<file path="src/rtl/rlphe_pkg.sv">
// Shared types and constants for the RLP header encoder.
// No dependencies; used by every rtl file of the block.
package rlphe_pkg;

    localparam int unsigned QUEUE_DEPTH = 4;

    localparam logic [7:0]  LIST_SHORT_BASE = 8'hc0;
    localparam logic [7:0]  LIST_LONG_BASE  = 8'hf7;
    localparam logic [7:0]  STR_SHORT_BASE  = 8'h80;
    localparam logic [7:0]  STR_LONG_BASE   = 8'hb7;
    localparam logic [31:0] SHORT_LIMIT     = 32'd55;

    // Command codes of the input item.
    localparam logic CMD_LIST   = 1'b0;
    localparam logic CMD_STRING = 1'b1;

    // Byte-emission job passed from the classifier to the emitter.
    typedef struct packed {
        logic [7:0]  prefix;    // first byte emitted, or the only byte
        logic [2:0]  len_count; // number of big-endian length bytes (0..4)
        logic [31:0] len;
        logic        has_data;  // trailing payload byte follows
        logic [7:0]  data;
    } desc_t;

    // Queue status seen by the top level.
    typedef struct packed {
        logic full;
        logic valid;
    } q_status_t;

    // Emitter status seen by the top level.
    typedef struct packed {
        logic busy;
        logic pop;
    } back_status_t;

endpackage

</file>
<file path="src/rtl/rlphe_front.sv">
// Front end: classifies one input item into a byte-emission job.
// Depends on rlphe_pkg.
module rlphe_front (
    input  logic               command,
    input  logic               first,
    input  logic [7:0]         data_byte,
    input  logic [31:0]        payload_len,
    output rlphe_pkg::desc_t   desc
);

    logic       len_short;
    logic [2:0] n_len;
    logic [7:0] base_short;
    logic [7:0] base_long;

    assign len_short = (payload_len <= rlphe_pkg::SHORT_LIMIT);

    // Count of significant length bytes, at least one.
    always_comb begin
        if (payload_len[31:24] != 8'd0) begin
            n_len = 3'd4;
        end else if (payload_len[23:16] != 8'd0) begin
            n_len = 3'd3;
        end else if (payload_len[15:8] != 8'd0) begin
            n_len = 3'd2;
        end else begin
            n_len = 3'd1;
        end
    end

    assign base_short = (command == rlphe_pkg::CMD_LIST) ?
                        rlphe_pkg::LIST_SHORT_BASE : rlphe_pkg::STR_SHORT_BASE;
    assign base_long  = (command == rlphe_pkg::CMD_LIST) ?
                        rlphe_pkg::LIST_LONG_BASE : rlphe_pkg::STR_LONG_BASE;

    always_comb begin
        desc           = '0;
        desc.len       = payload_len;
        desc.data      = data_byte;
        if (command == rlphe_pkg::CMD_STRING && !first) begin
            desc.prefix = data_byte;
        end else if (command == rlphe_pkg::CMD_STRING && payload_len == 32'd1
                     && data_byte == 8'd0) begin
            desc.prefix = rlphe_pkg::STR_SHORT_BASE;
        end else if (command == rlphe_pkg::CMD_STRING && payload_len == 32'd1
                     && !data_byte[7]) begin
            desc.prefix = data_byte;
        end else if (command == rlphe_pkg::CMD_STRING && payload_len == 32'd0) begin
            desc.prefix = rlphe_pkg::STR_SHORT_BASE;
        end else begin
            // header, then the byte itself for strings
            desc.has_data = (command == rlphe_pkg::CMD_STRING);
            if (len_short) begin
                desc.prefix = base_short + payload_len[7:0];
            end else begin
                desc.prefix    = base_long + {5'd0, n_len};
                desc.len_count = n_len;
            end
        end
    end

endmodule

</file>
<file path="src/rtl/rlphe_fifo.sv">
// Short job queue between classifier and emitter.
// Depends on rlphe_pkg.
module rlphe_fifo #(
    parameter int unsigned DEPTH = rlphe_pkg::QUEUE_DEPTH
) (
    input  logic                    aclk,
    input  logic                    aresetn,
    input  logic                    push,
    input  rlphe_pkg::desc_t        push_desc,
    input  logic                    pop,
    output rlphe_pkg::desc_t        head,
    output rlphe_pkg::q_status_t    status
);

    localparam int unsigned PTR_W = (DEPTH > 1) ? $clog2(DEPTH) : 1;
    localparam int unsigned CNT_W = $clog2(DEPTH + 1);
    localparam logic [PTR_W-1:0] LAST_PTR = PTR_W'(DEPTH - 1);

    rlphe_pkg::desc_t  mem [DEPTH];
    logic [PTR_W-1:0]  wr_ptr_reg, wr_ptr_next;
    logic [PTR_W-1:0]  rd_ptr_reg, rd_ptr_next;
    logic [CNT_W-1:0]  count_reg, count_next;

    assign status.full  = (count_reg == CNT_W'(DEPTH));
    assign status.valid = (count_reg != '0);
    assign head         = mem[rd_ptr_reg];

    always_comb begin
        wr_ptr_next = wr_ptr_reg;
        rd_ptr_next = rd_ptr_reg;
        count_next  = count_reg;
        if (push) begin
            wr_ptr_next = (wr_ptr_reg == LAST_PTR) ? '0 : wr_ptr_reg + 1'b1;
        end
        if (pop) begin
            rd_ptr_next = (rd_ptr_reg == LAST_PTR) ? '0 : rd_ptr_reg + 1'b1;
        end
        if (push && !pop) begin
            count_next = count_reg + 1'b1;
        end else if (pop && !push) begin
            count_next = count_reg - 1'b1;
        end
    end

    always_ff @(posedge aclk) begin
        if (push) begin
            mem[wr_ptr_reg] <= push_desc;
        end
    end

    always_ff @(posedge aclk) begin
        if (!aresetn) begin
            wr_ptr_reg <= '0;
            rd_ptr_reg <= '0;
            count_reg  <= '0;
        end else begin
            wr_ptr_reg <= wr_ptr_next;
            rd_ptr_reg <= rd_ptr_next;
            count_reg  <= count_next;
        end
    end

endmodule

</file>
<file path="src/rtl/rlphe_back.sv">
// Back end: steps through a job one byte per cycle into the output register, unless m_ready stalls it.
// Depends on rlphe_pkg.
module rlphe_back (
    input  logic                       aclk,
    input  logic                       aresetn,
    input  logic                       q_valid,
    input  rlphe_pkg::desc_t           q_head,
    output logic                       q_pop,
    output rlphe_pkg::back_status_t    status,
    output logic                       m_valid,
    input  logic                       m_ready,
    output logic [7:0]                 m_out_byte,
    output logic                       m_last_of_run
);

    rlphe_pkg::desc_t cur_reg, cur_next;
    rlphe_pkg::desc_t cur;
    logic       busy_reg, busy_next;
    logic [2:0] step_reg, step_next;
    logic [2:0] step;
    logic [2:0] total;
    logic [2:0] len_idx;
    logic [7:0] byte_sel;
    logic       last_sel;
    logic       have_cur;
    logic       advance;
    logic       m_valid_reg, m_valid_next;
    logic [7:0] out_byte_reg;
    logic       last_reg;

    assign have_cur = busy_reg || q_valid;
    assign cur      = busy_reg ? cur_reg : q_head;
    assign step     = busy_reg ? step_reg : 3'd0;
    assign total    = 3'd1 + cur.len_count + {2'd0, cur.has_data};
    assign len_idx  = cur.len_count - step + 3'd1;
    assign last_sel = (step == total - 3'd1);
    assign advance  = have_cur && (!m_valid_reg || m_ready);
    assign q_pop    = advance && !busy_reg;

    // Prefix first, then length bytes most significant first, then the data byte.
    always_comb begin
        if (step == 3'd0) begin
            byte_sel = cur.prefix;
        end else if (step <= cur.len_count) begin
            case (len_idx)
                3'd1:    byte_sel = cur.len[7:0];
                3'd2:    byte_sel = cur.len[15:8];
                3'd3:    byte_sel = cur.len[23:16];
                3'd4:    byte_sel = cur.len[31:24];
                default: byte_sel = cur.data;
            endcase
        end else begin
            byte_sel = cur.data;
        end
    end

    always_comb begin
        busy_next    = busy_reg;
        step_next    = step_reg;
        cur_next     = cur_reg;
        m_valid_next = m_valid_reg;
        if (m_ready) begin
            m_valid_next = 1'b0;
        end
        if (advance) begin
            m_valid_next = 1'b1;
            cur_next     = cur;
            busy_next    = !last_sel;
            step_next    = step + 3'd1;
        end
    end

    always_ff @(posedge aclk) begin
        if (advance) begin
            out_byte_reg <= byte_sel;
            last_reg     <= last_sel;
        end
        cur_reg  <= cur_next;
        step_reg <= step_next;
    end

    always_ff @(posedge aclk) begin
        if (!aresetn) begin
            busy_reg    <= 1'b0;
            m_valid_reg <= 1'b0;
        end else begin
            busy_reg    <= busy_next;
            m_valid_reg <= m_valid_next;
        end
    end

    assign status.busy   = busy_reg;
    assign status.pop    = q_pop;
    assign m_valid       = m_valid_reg;
    assign m_out_byte    = out_byte_reg;
    assign m_last_of_run = last_reg;

endmodule

</file>
<file path="src/rtl/rlp_header_encoder.sv">
// RLP header encoder: an accepted item is written into the queue, then its first byte
// into the output register. One item per cycle when each item yields one byte and
// m_ready is high; an item with a header holds the back-end sequencer for its prefix,
// length bytes and data byte, one byte per cycle unless stalled, while the queue takes items.
// Reset (aresetn, synchronous) empties the queue and the output register; no clearing pass.
module rlp_header_encoder #(
    parameter int unsigned QUEUE_DEPTH = rlphe_pkg::QUEUE_DEPTH
) (
    input  logic        aclk,
    input  logic        aresetn,
    input  logic        s_valid,
    output logic        s_ready,
    input  logic        s_command,
    input  logic        s_first,
    input  logic [7:0]  s_data_byte,
    input  logic [31:0] s_payload_len,
    output logic        m_valid,
    input  logic        m_ready,
    output logic [7:0]  m_out_byte,
    output logic        m_last_of_run
);

    rlphe_pkg::desc_t          front_desc;
    rlphe_pkg::desc_t          q_head;
    rlphe_pkg::q_status_t      q_status;
    rlphe_pkg::back_status_t   back_status;
    logic                      q_push;
    logic                      q_pop;

    assign s_ready = !q_status.full;
    assign q_push  = s_valid && s_ready;

    rlphe_front u_front (
        .command     (s_command),
        .first       (s_first),
        .data_byte   (s_data_byte),
        .payload_len (s_payload_len),
        .desc        (front_desc)
    );

    rlphe_fifo #(
        .DEPTH (QUEUE_DEPTH)
    ) u_fifo (
        .aclk      (aclk),
        .aresetn   (aresetn),
        .push      (q_push),
        .push_desc (front_desc),
        .pop       (q_pop),
        .head      (q_head),
        .status    (q_status)
    );

    rlphe_back u_back (
        .aclk          (aclk),
        .aresetn       (aresetn),
        .q_valid       (q_status.valid),
        .q_head        (q_head),
        .q_pop         (q_pop),
        .status        (back_status),
        .m_valid       (m_valid),
        .m_ready       (m_ready),
        .m_out_byte    (m_out_byte),
        .m_last_of_run (m_last_of_run)
    );

    // The emitter takes a job only from a non-empty queue and only when idle.
    a_pop_valid: assert property (@(posedge aclk) disable iff (!aresetn)
        back_status.pop |-> (q_status.valid && !back_status.busy))
        else $error("job taken from empty queue or while busy");

    a_push_room: assert property (@(posedge aclk) disable iff (!aresetn)
        q_push |-> !q_status.full)
        else $error("item written into full queue");

    // A job that is not finished keeps the output register filled.
    a_run_continues: assert property (@(posedge aclk) disable iff (!aresetn)
        (m_valid && m_ready && !m_last_of_run) |=> m_valid)
        else $error("gap inside a run of output bytes");

    a_busy_mid_run: assert property (@(posedge aclk) disable iff (!aresetn)
        (m_valid && !m_last_of_run) |-> back_status.busy)
        else $error("emitter idle with a run unfinished");

endmodule
</file>
<file path="config.mk">
export PLATFORM = sky130hd
export DESIGN_NAME = rlp_header_encoder
export DESIGN_NICKNAME = d
export VERILOG_FILES = /design/src/rtl/rlphe_pkg.sv /design/src/rtl/rlphe_front.sv /design/src/rtl/rlphe_fifo.sv /design/src/rtl/rlphe_back.sv /design/src/rtl/rlp_header_encoder.sv
export SDC_FILE = /design/constraint.sdc
export NUM_CORES = 1
export LEC_CHECK = 0
export BUFFER_PORTS_ARGS = -buffer_cell sky130_fd_sc_hd__buf_2
export CAP_MARGIN = 10
export CORE_MARGIN = 1
export CORE_UTILIZATION = 45
export CTS_CLUSTER_SIZE = 28
export DETAILED_ROUTE_END_ITERATION = 16
export SYNTH_ARGS = -nofsm -noshare
export SYNTH_HDL_FRONTEND = slang
export SYNTH_SLANG_ARGS = --single-unit
</file>
<file path="constraint.sdc">
create_clock -name aclk -period 10.3 [get_ports aclk]
set_input_delay 1.545 -clock aclk [delete_from_list [all_inputs] [get_ports aclk]]
set_output_delay 1.545 -clock aclk [all_outputs]
set_load 0.05 [all_outputs]
</file>
# Word level (Yosys, flattened, before mapping)

Memories as Yosys holds them, arrays and structs flattened. A register that Yosys moved wholly into a read port is not among the register bits.
Cells that the tools add are included.

Reduce and logical (&&, ||, !) cells: 29
Bitwise gates (word level): 0
$mul: 0
Divide/modulo/power cells: 0
Equal/unequal tests: 9
Multiplexer cells: 34
Order comparisons: 2
Shifts and indexed selects: 0
Add/subtract/negate cells: 12

Operator list:

| kind                                                 | number |
|---|---|
| two-way mux 8 bit                                    | 7 |
| two-way mux 52 bit                                   | 1 |
| == test 32 x 1 -> 1 bit, second input constant       | 1 |
| <= comparator 32 x 6 -> 1 bit, second input constant | 1 |
| zero test 32 bit                                     | 1 |
| case mux 8 bit (4 select lines)                      | 1 |
| two-way mux 3 bit                                    | 9 |
| nonzero test 8 bit                                   | 3 |
| two-way mux 7 bit                                    | 2 |
| two-way mux 2 bit                                    | 6 |
| logical AND 1 bit                                    | 10 |
| adder 3 x 1 -> 3 bit, second input constant          | 3 |
| adder 8 x 3 -> 8 bit                                 | 1 |
| adder 8 bit                                          | 1 |
| zero test 1 bit                                      | 8 |
| zero test 8 bit                                      | 1 |
| two-way mux 1 bit                                    | 8 |
| == test 3 x 2 -> 1 bit, second input constant        | 2 |
| == test 3 bit, second input constant                 | 2 |
| subtractor 3 x 1 -> 3 bit, second input constant     | 2 |
| adder 2 x 1 -> 2 bit, second input constant          | 2 |
| == test 2 bit, second input constant                 | 2 |
| nonzero test 2 bit                                   | 2 |
| adder 1 x 3 -> 3 bit, first input constant           | 1 |
| 8 further kinds                                      | 9 |

Input bits: 46
Logic and storage cells: 100
Memories: 1
Bits in writable memories: 208
Output and inout bits: 11
Register bits after elaboration: 73
ROM bits: 0
Bits in latches: 0

Memories:

| memory     | words | width | read ports | clocked after Yosys merged registers in | wr ports | RTL line         | source |
|---|---|---|---|---|---|---|---|
| u_fifo.mem | 4     | 52    | 1          | 1                                       | 1        | rlphe_fifo.sv:19 | `rlphe_pkg::desc_t mem [DEPTH];` |

# Depth between registers and ports, before layout

Gate-level depths: netlist (run 1).

Depth in word-level cells: 10
Gate-level depth with buffers: 14
Depth with buffers taken out: 10

# Modules after synthesis

From an unflattened synthesis (run 1), not the netlist that was laid out.

Cells, all modules: 643
Area, all modules: 12246.7 um^2

By module, submodules not included:

| module             | seq. area each (um^2) | times used | area each (um^2) | cells an instance |
|---|---|---|---|---|
| rlphe_fifo         | 6426.2                | 1          | 8023.9           | 316 |
| rlphe_back         | 1961.9                | 1          | 3382.0           | 225 |
| rlphe_front        | 0.0                   | 1          | 830.8            | 100 |
| rlp_header_encoder | 0.0                   | 1          | 10.0             | 2 |

# Worst setup path after synthesis (run 1)

OpenSTA, ideal clock, no wires.

Path type: in2reg
Start: input port m_ready
End: register u_fifo.count_reg[2]
Slack: 4.216 ns
Data required time: 10.224 ns
Library setup time: 0.076 ns
Data arrival time: 6.008 ns
Stages on the path: 10
Buffers on the path: 0
Cell sequence: nand2b_1 nor2b_1 nor2b_1 inv_1 ha_1 inv_1 fa_1 xor2_1 or3_1 a21boi_0

Cells in the longest elaborated chain, start to end: 6

RTL lines:

| item                                                    | RTL line                 | source |
|---|---|---|
| start: declaration                                      | rlp_header_encoder.sv:18 | `input logic m_ready,` |
| logical OR 1 bit (*)                                    | rlphe_back.sv:37         | `assign advance = have_cur && (!m_valid_reg \|\| m_ready);` |
| logical AND 1 bit (*)                                   | rlphe_back.sv:37         |  |
| named net u_back.advance                                | rlphe_back.sv:26         | `logic advance;` |
| logical AND 1 bit (*)                                   | rlphe_back.sv:38         | `assign q_pop = advance && !busy_reg;` |
| zero test 1 bit                                         | rlphe_fifo.sv:38         | `if (push && !pop) begin` |
| logical AND 1 bit                                       | rlphe_fifo.sv:38         |  |
| two-way mux 3 bit or nonzero test 2 bit (tied branches) | --                       |  |
| end signal: assignment                                  | rlphe_fifo.sv:59         | `count_reg <= count_next;` |
| end: declaration                                        | rlphe_fifo.sv:22         | `logic [CNT_W-1:0] count_reg, count_next;` |

The timed path passes the listed nets; every way through them passes the cells marked *.
A chain may end at the register's enable or synchronous reset.

==> qor.yml, run 1 <==
status: "complete, no violations"
cts.hold.buffers_added: 0
seqPwrFrac_pct: 38.9
crit_slowest_cell: "a211oi_1"
rows: 59
numPortBuffers: 56
synthTopCellsByArea: "edfxtp_1 (69%), mux4_2 (7.2%), mux2_2 (3.6%)"
place_area_um2: 12530
cellLeakagePower_nw: 4.486
power.density_nw_per_um2: 321.4
drt_iter0_drc: 384
syn_nets: 746
start_kind: "flip-flop"
initial_core_util_pct: 45.69
clkTransAtPathRegs_ns: 0.06
pre_cts_slack_ns: 5.630
path_cells: "buf_4 -> mux4_2 -> mux2_2 -> ha_1 -> ha_1 -> nor2_1 -> xnor2_1 -> a211oi_1 -> a31oi_1"
antenna_found_initial: 0
p_comb_share_pct: 35.5
dieArea_um2: 27030
slew_violations: 0
avgViaCountPerCell: 5.707
synth-edff-count: 272
worst_pin_slew_ns: 1.131
drc: 0
synth_top_cell_area_share_pct: 68.80
core_area_um2: 25980
wirelength_mm: 25.23
crit_path_end_kind: "flip-flop"
power_switching_mw: 1.480
drtPass1Iterations: 5
maxCapViolCount: 0
cts_buffers: 31
rsz0062_at_grt: "no"
crit_buf_inv: 1
fin_setup_tns_ns: 0
p_int_mw: 2.881
min_period_over_period_pct: 45.08
netlist_instances: 682
synth_cell_type_count: 54
worstSetupPathType: "reg2reg"
place_hpwl_mm: 15.09
htree_levels: 1
swShare_pct: 33.94
hold_start: "u_back.m_valid$_SDFFE_PN0P_"
clock_skew_ns: 0.01275
hp-class: "reg2reg"
diodes: 0
area_delta_synth_final_pct: 14.30
cts_tree: "done"
layout_setup_ws_ns: 5.657
grt.total_usage_pct: 19.36
slowest_delay_ns: 0.93
setup_violations: 0
vias: 6335
fin_crit_ns: 4.643
ys_warn_count: 0
cts_setup_buffers: 0
clkPwrFrac_pct: 25.6
synth.ff_latch_count: 283
clkLatencyLatePin_ns: 0.56
hold_viol_final: 0
critPathTopFamily: "compound AO/OA/AOI/OAI gates"
fin_nets: 814
crit_arrival_ns: 4.90
cp_max_fo: 51
clock-root-buffer: "clkbuf_16"
die_h_um: 164.4
peakVddDrop_mv: 0.2852
yosysTopAreaCell: "edfxtp_1"
clock_sinks: 283
die_w_um: 164.4
yosysSeqAreaShare_pct: 70.66
grt_pass1_vias: 6612
synthArstFlopShare_pct: 0
grt_start_max_net_pins: 68
synth_area_um2: 11870
max_freq_mhz: 215.4
cp.required_ns: 10.55
synth_flop_cell: "edfxtp_1"
grt-ovfl-total: 0
cts_buffer_depth: 3
grt_pass1_wl_mm: 38.65
pin_count: 57
synth_area_per_cell_um2: 17.41
crit_top_cell: "ha_1"
final_area_um2: 13570
drive_above_1_share_pct: 25.94
largest_reg_flops: 208
antenna_left: 0
routedWlPerCell_um: 22.73
gp_congestion: 0.8620
post_cts_resized: 0
yosysMostFrequentCell: "edfxtp_1"
maxSlewHeadroom_pct: 24.16
synthTopCellsByCount: "edfxtp_1 (272), nor2b_1 (51), mux2_2 (38), mux4_2 (38)"
## metal layers
layer	vias to the layer above	global-route usage [%]	part of all wire, %
met1	3295	25.40	43
met2	151	33.33	50
met4	0	6.255	2.2
li1	2851	-	-
met5	-	0	0
met3	38	2.687	4.0
## layout by cell type (no fill, tap or decap), drive strengths merged, types with 13 or more instances in the layout
| cell type | instances |
|---|---|
| clkbuf | 38 |
| ha | 16 |
| a211oi | 16 |
| buf | 65 |
| nor2 | 13 |
| mux2i | 22 |
| nor2b | 51 |
| edfxtp | 272 |
| inv | 17 |
| nand2 | 22 |
| mux2 | 40 |
| mux4 | 38 |
| a21oi | 15 |
## per-stage QoR
step | std cells | hold WS, ns | util (%) | power [mW]
floorplan | 682 | 0.4779 | - | 2.817
global placement | 1052 | 0.4899 | 48.21 | 3.235
detailed placement | 1052 | 0.5299 | 48.21 | 3.285
CTS | 1110 | 0.5379 | 52.22 | 4.408
global route | 1110 | 0.5613 | 52.22 | 4.582
finish | 1110 | 0.5227 | 52.22 | 4.361
## worst paths after layout
kind / cells past startpoint / slack, ns / endpoint
setup / recovery: 9 / 5.66 / u_back.m_out_byte[1]$_DFFE_PP_
hold / removal: 2 / 0.52 / u_back.m_valid$_SDFFE_PN0P_
setup reg to reg: 9 / 5.66 / u_back.m_out_byte[1]$_DFFE_PP_
hold reg to reg: 2 / 0.52 / u_back.m_valid$_SDFFE_PN0P_
## worst register-to-register path, delay by kind of cell, from the launching register on
kind            cells  cell delay [ns]
compound gates      2             1.12
xor+xnor            1             0.18
fa+ha+maj           2             0.87
buf+inv             1             0.67
flops               1             0.64
mux                 2             0.74
simple gates        1             0.13
## logic make-up after synthesis
kind of cell	after synthesis	synth area share (%)
muxes	100	12.86
adders and majority gates	18	2.024
DFF	283	70.66
xor gates and xnor gates	11	0.8116
and+or+nand+nor	133	6.672
AOI/OAI and AO/OA	91	5.375
buffers and inverters	46	1.602
## final cells by class
class	count	area, µm²
multi-input cells	353	3306
clock inverters	20	240.2
inverters	16	60.06
flip-flops and latches	283	8394
well taps	335	419.2
clock buffers	38	802.0
repair buffers	65	347.8
fillers	2163	12420
## power groups by stage
stage	sequential [mW]	clock (mW)	combinational, mW
2_1_floorplan	1.76	0	1.06
3_3_place_gp	1.71	0	1.52
3_5_place_dp	1.72	0	1.56
4_1_cts	1.70	1.14	1.57
5_1_grt	1.72	1.19	1.68
6_report	1.70	1.12	1.55
Note: power is estimated with default switching activity, not from simulation.
==> run 2: changes to the inputs <==
==> constraint.sdc (replaced) <==
create_clock -name aclk -period 3.99 [get_ports aclk]
set_input_delay 0.5985 -clock aclk [delete_from_list [all_inputs] [get_ports aclk]]
set_output_delay 0.5985 -clock aclk [all_outputs]
set_load 0.05 [all_outputs]
==> qor.yml, run 2 (synthesis results as in run 1) <==
hold_viol_final: 0  # unchanged
nFillCells: 2103  # was 2,163
wirelength_mm: 26.03  # was 25.23 mm
pre_cts_slack_ns: 0.5295  # was 5.630 ns
slew_violations: 0  # unchanged
cts_buffers: 30  # was 31
grt-ovfl-total: 0  # unchanged
grt_pass1_wl_mm: 40.02  # was 38.65 mm
layout_setup_ws_ns: 0.5157  # was 5.657 ns
place_hpwl_mm: 16.59  # was 15.09 mm
drtPass1Iterations: 4  # was 5
rows: 59  # unchanged
final_common_cell: "edfxtp_1"  # unchanged
antenna_found_initial: 0  # unchanged
area_delta_synth_final_pct: 14.14  # was 14.30%
worstSetupPathType: "reg2reg"  # unchanged
crit_arrival_ns: 3.88  # was 4.90 ns
cp_max_fo: 12  # was 51
drive_above_1_share_pct: 26.38  # was 25.94%
cellLeakagePower_nw: 4.489  # was 4.486 nW
worst_pin_slew_ns: 0.9195  # was 1.131 ns
rsz0062_at_grt: "no"  # unchanged
slowest_delay_ns: 0.54  # was 0.93 ns
clock_sinks: 283  # unchanged
routedWlPerCell_um: 23.32  # was 22.73 µm
avgViaCountPerCell: 5.761  # was 5.707
drt_iter0_drc: 466  # was 384
final-seq-area_um2: 8394  # unchanged
reg2reg_depth: 10  # was 9
numPortBuffers: 56  # unchanged
vias: 6429  # was 6,335
clock-root-buffer: "clkbuf_16"  # unchanged
pin_count: 57  # unchanged
max_freq_mhz: 287.8  # was 215.4 MHz
maxCapViolCount: 0  # unchanged
crit_end: "u_back.m_out_byte[7]$_DFFE_PP_"  # was u_back.m_out_byte[1]$_DFFE_PP_
initial_core_util_pct: 45.69  # unchanged
post_cts_resized: 0  # unchanged
crit_path_end_kind: "flip-flop"  # unchanged
clock_skew_ns: 0.01145  # was 0.01275 ns
clkTransAtPathRegs_ns: 0.06  # about the same
rr_endpoint: "u_back.m_out_byte[7]$_DFFE_PP_"  # was u_back.m_out_byte[1]$_DFFE_PP_
htree_levels: 1  # unchanged
start_kind: "flip-flop"  # unchanged
path_cells: "mux4_2 -> mux2i_1 -> inv_1 -> fa_1 -> xnor2_1 -> buf_4 -> nor2_1 -> nand3b_1 -> a21o_1 -> a31oi_1"  # was buf_4 -> mux4_2 -> mux2_2 -> ha_1 -> ha_1 -> nor2_1 -> xnor2_1 -> a211oi_1 -> a31oi_1
peakVddDrop_mv: 0.8591  # was 0.2852 mV
crit_slowest_cell: "mux4_2"  # was a211oi_1
power.density_nw_per_um2: 825.4  # was 321.4 nW/µm²
die_h_um: 164.4  # unchanged
hp-class: "in2reg"  # was reg2reg
grt.total_usage_pct: 20.02  # was 19.36%
core_area_um2: 25980  # unchanged
drc: 0  # unchanged
grt_start_max_net_pins: 67  # was 68
cts_setup_buffers: 0  # unchanged
cp.required_ns: 4.40  # was 10.55 ns
setup_violations: 0  # unchanged
clkLatencyLatePin_ns: 0.56  # about the same
status: "complete, no violations"  # unchanged
diodes: 0  # unchanged
fin_nets: 822  # was 814
largest_reg_flops: 208  # unchanged
die_w_um: 164.4  # unchanged
fin_setup_tns_ns: 0  # unchanged
ff2ff_setup_slack_ns: 0.52  # was 5.66 ns
final_cell_mix: "edfxtp_1 (272), buf_2 (56), nor2b_1 (50), mux4_2 (38), mux2_2 (38)"  # unchanged
cts.hold.buffers_added: 0  # unchanged
multi_input_area_um2: 3306  # unchanged
cts_buffer_depth: 3  # unchanged
fin_crit_ns: 3.474  # was 4.643 ns
grt_pass1_vias: 6688  # was 6,612
maxSlewHeadroom_pct: 38.70  # was 24.16%
cts_tree: "done"  # unchanged
min_period_over_period_pct: 87.07  # was 45.08%
dieArea_um2: 27030  # unchanged
gp_congestion: 0.8523  # was 0.8620
antenna_left: 0  # unchanged
run 2: cell count changes in the layout (fill, tap and decap cells not counted), sizes merged:
cell    change
bufinv      -2
buf         +9
clkinv      +3
clkbuf      -4
run 2: metal layers:
metal / vias to the layer above / track usage [%] / wire length [µm]
met5: - / 0 / 0
met4: 0 / 5.838 / 570
met3: 51 / 2.411 / 1055
met2: 172 / 34.70 / 13200
met1: 3326 / 26.55 / 11210
li1: 2880 / - / -
run 2: layout make-up:
type,instances,share of cell area [%]
sequential,283,61.95
tap,335,3.093
clock inverter,21,1.404
multi-input combinational,353,24.40
inverter,16,0.4432
timing repair buffer,74,3.066
clock buffer,34,5.651
run 2: per-stage QoR:
step	hold slack [ns]	instance area [µm²]	cells	utilization, %	power [mW]
finish	0.2667	13550	1116	52.15	11.18
global placement	0.4884	12590	1061	48.47	8.400
global route	0.2576	13550	1116	52.15	11.72
CTS	0.2505	13550	1116	52.15	11.26
floorplan	0.4779	11870	682	-	7.256
detailed placement	0.5068	12590	1061	48.47	8.533
run 2: worst max-delay path, delay by kind of cell (launching register included):
| family | cells | cell delay, ns |
|---|---|---|
| buffers and inverters | 2 | 0.33 |
| muxes | 2 | 0.81 |
| adders and majority gates | 1 | 0.51 |
| AOI/OAI and AO/OA | 2 | 0.41 |
| DFF | 1 | 0.49 |
| and+or+nand+nor | 2 | 0.60 |
| xor gates and xnor gates | 1 | 0.18 |
run 2: worst min path at each step:
stage	startpoint	to	slack, ns	cells after the start
after floorplan	u_fifo.count_reg[2]$_SDFFE_PN0P_	u_fifo.count_reg[2]$_SDFFE_PN0P_	0.48	2
after global placement	u_fifo.count_reg[2]$_SDFFE_PN0P_	u_fifo.count_reg[2]$_SDFFE_PN0P_	0.49	2
after detailed placement	u_back.m_valid$_SDFFE_PN0P_	u_back.m_valid$_SDFFE_PN0P_	0.51	2
after CTS	s_payload_len[15]	u_fifo.mem[0][24]$_DFFE_PP_	0.25	1
after global routing	s_payload_len[11]	u_fifo.mem[1][20]$_DFFE_PP_	0.26	1
final	s_payload_len[11]	u_fifo.mem[3][20]$_DFFE_PP_	0.27	1
run 2: where the power goes:
part           internal, mW  total (mW)  switching [mW]
combinational          1.60        4.08            2.48
sequential             4.15        4.40           0.253
clock                  1.57        2.70            1.13
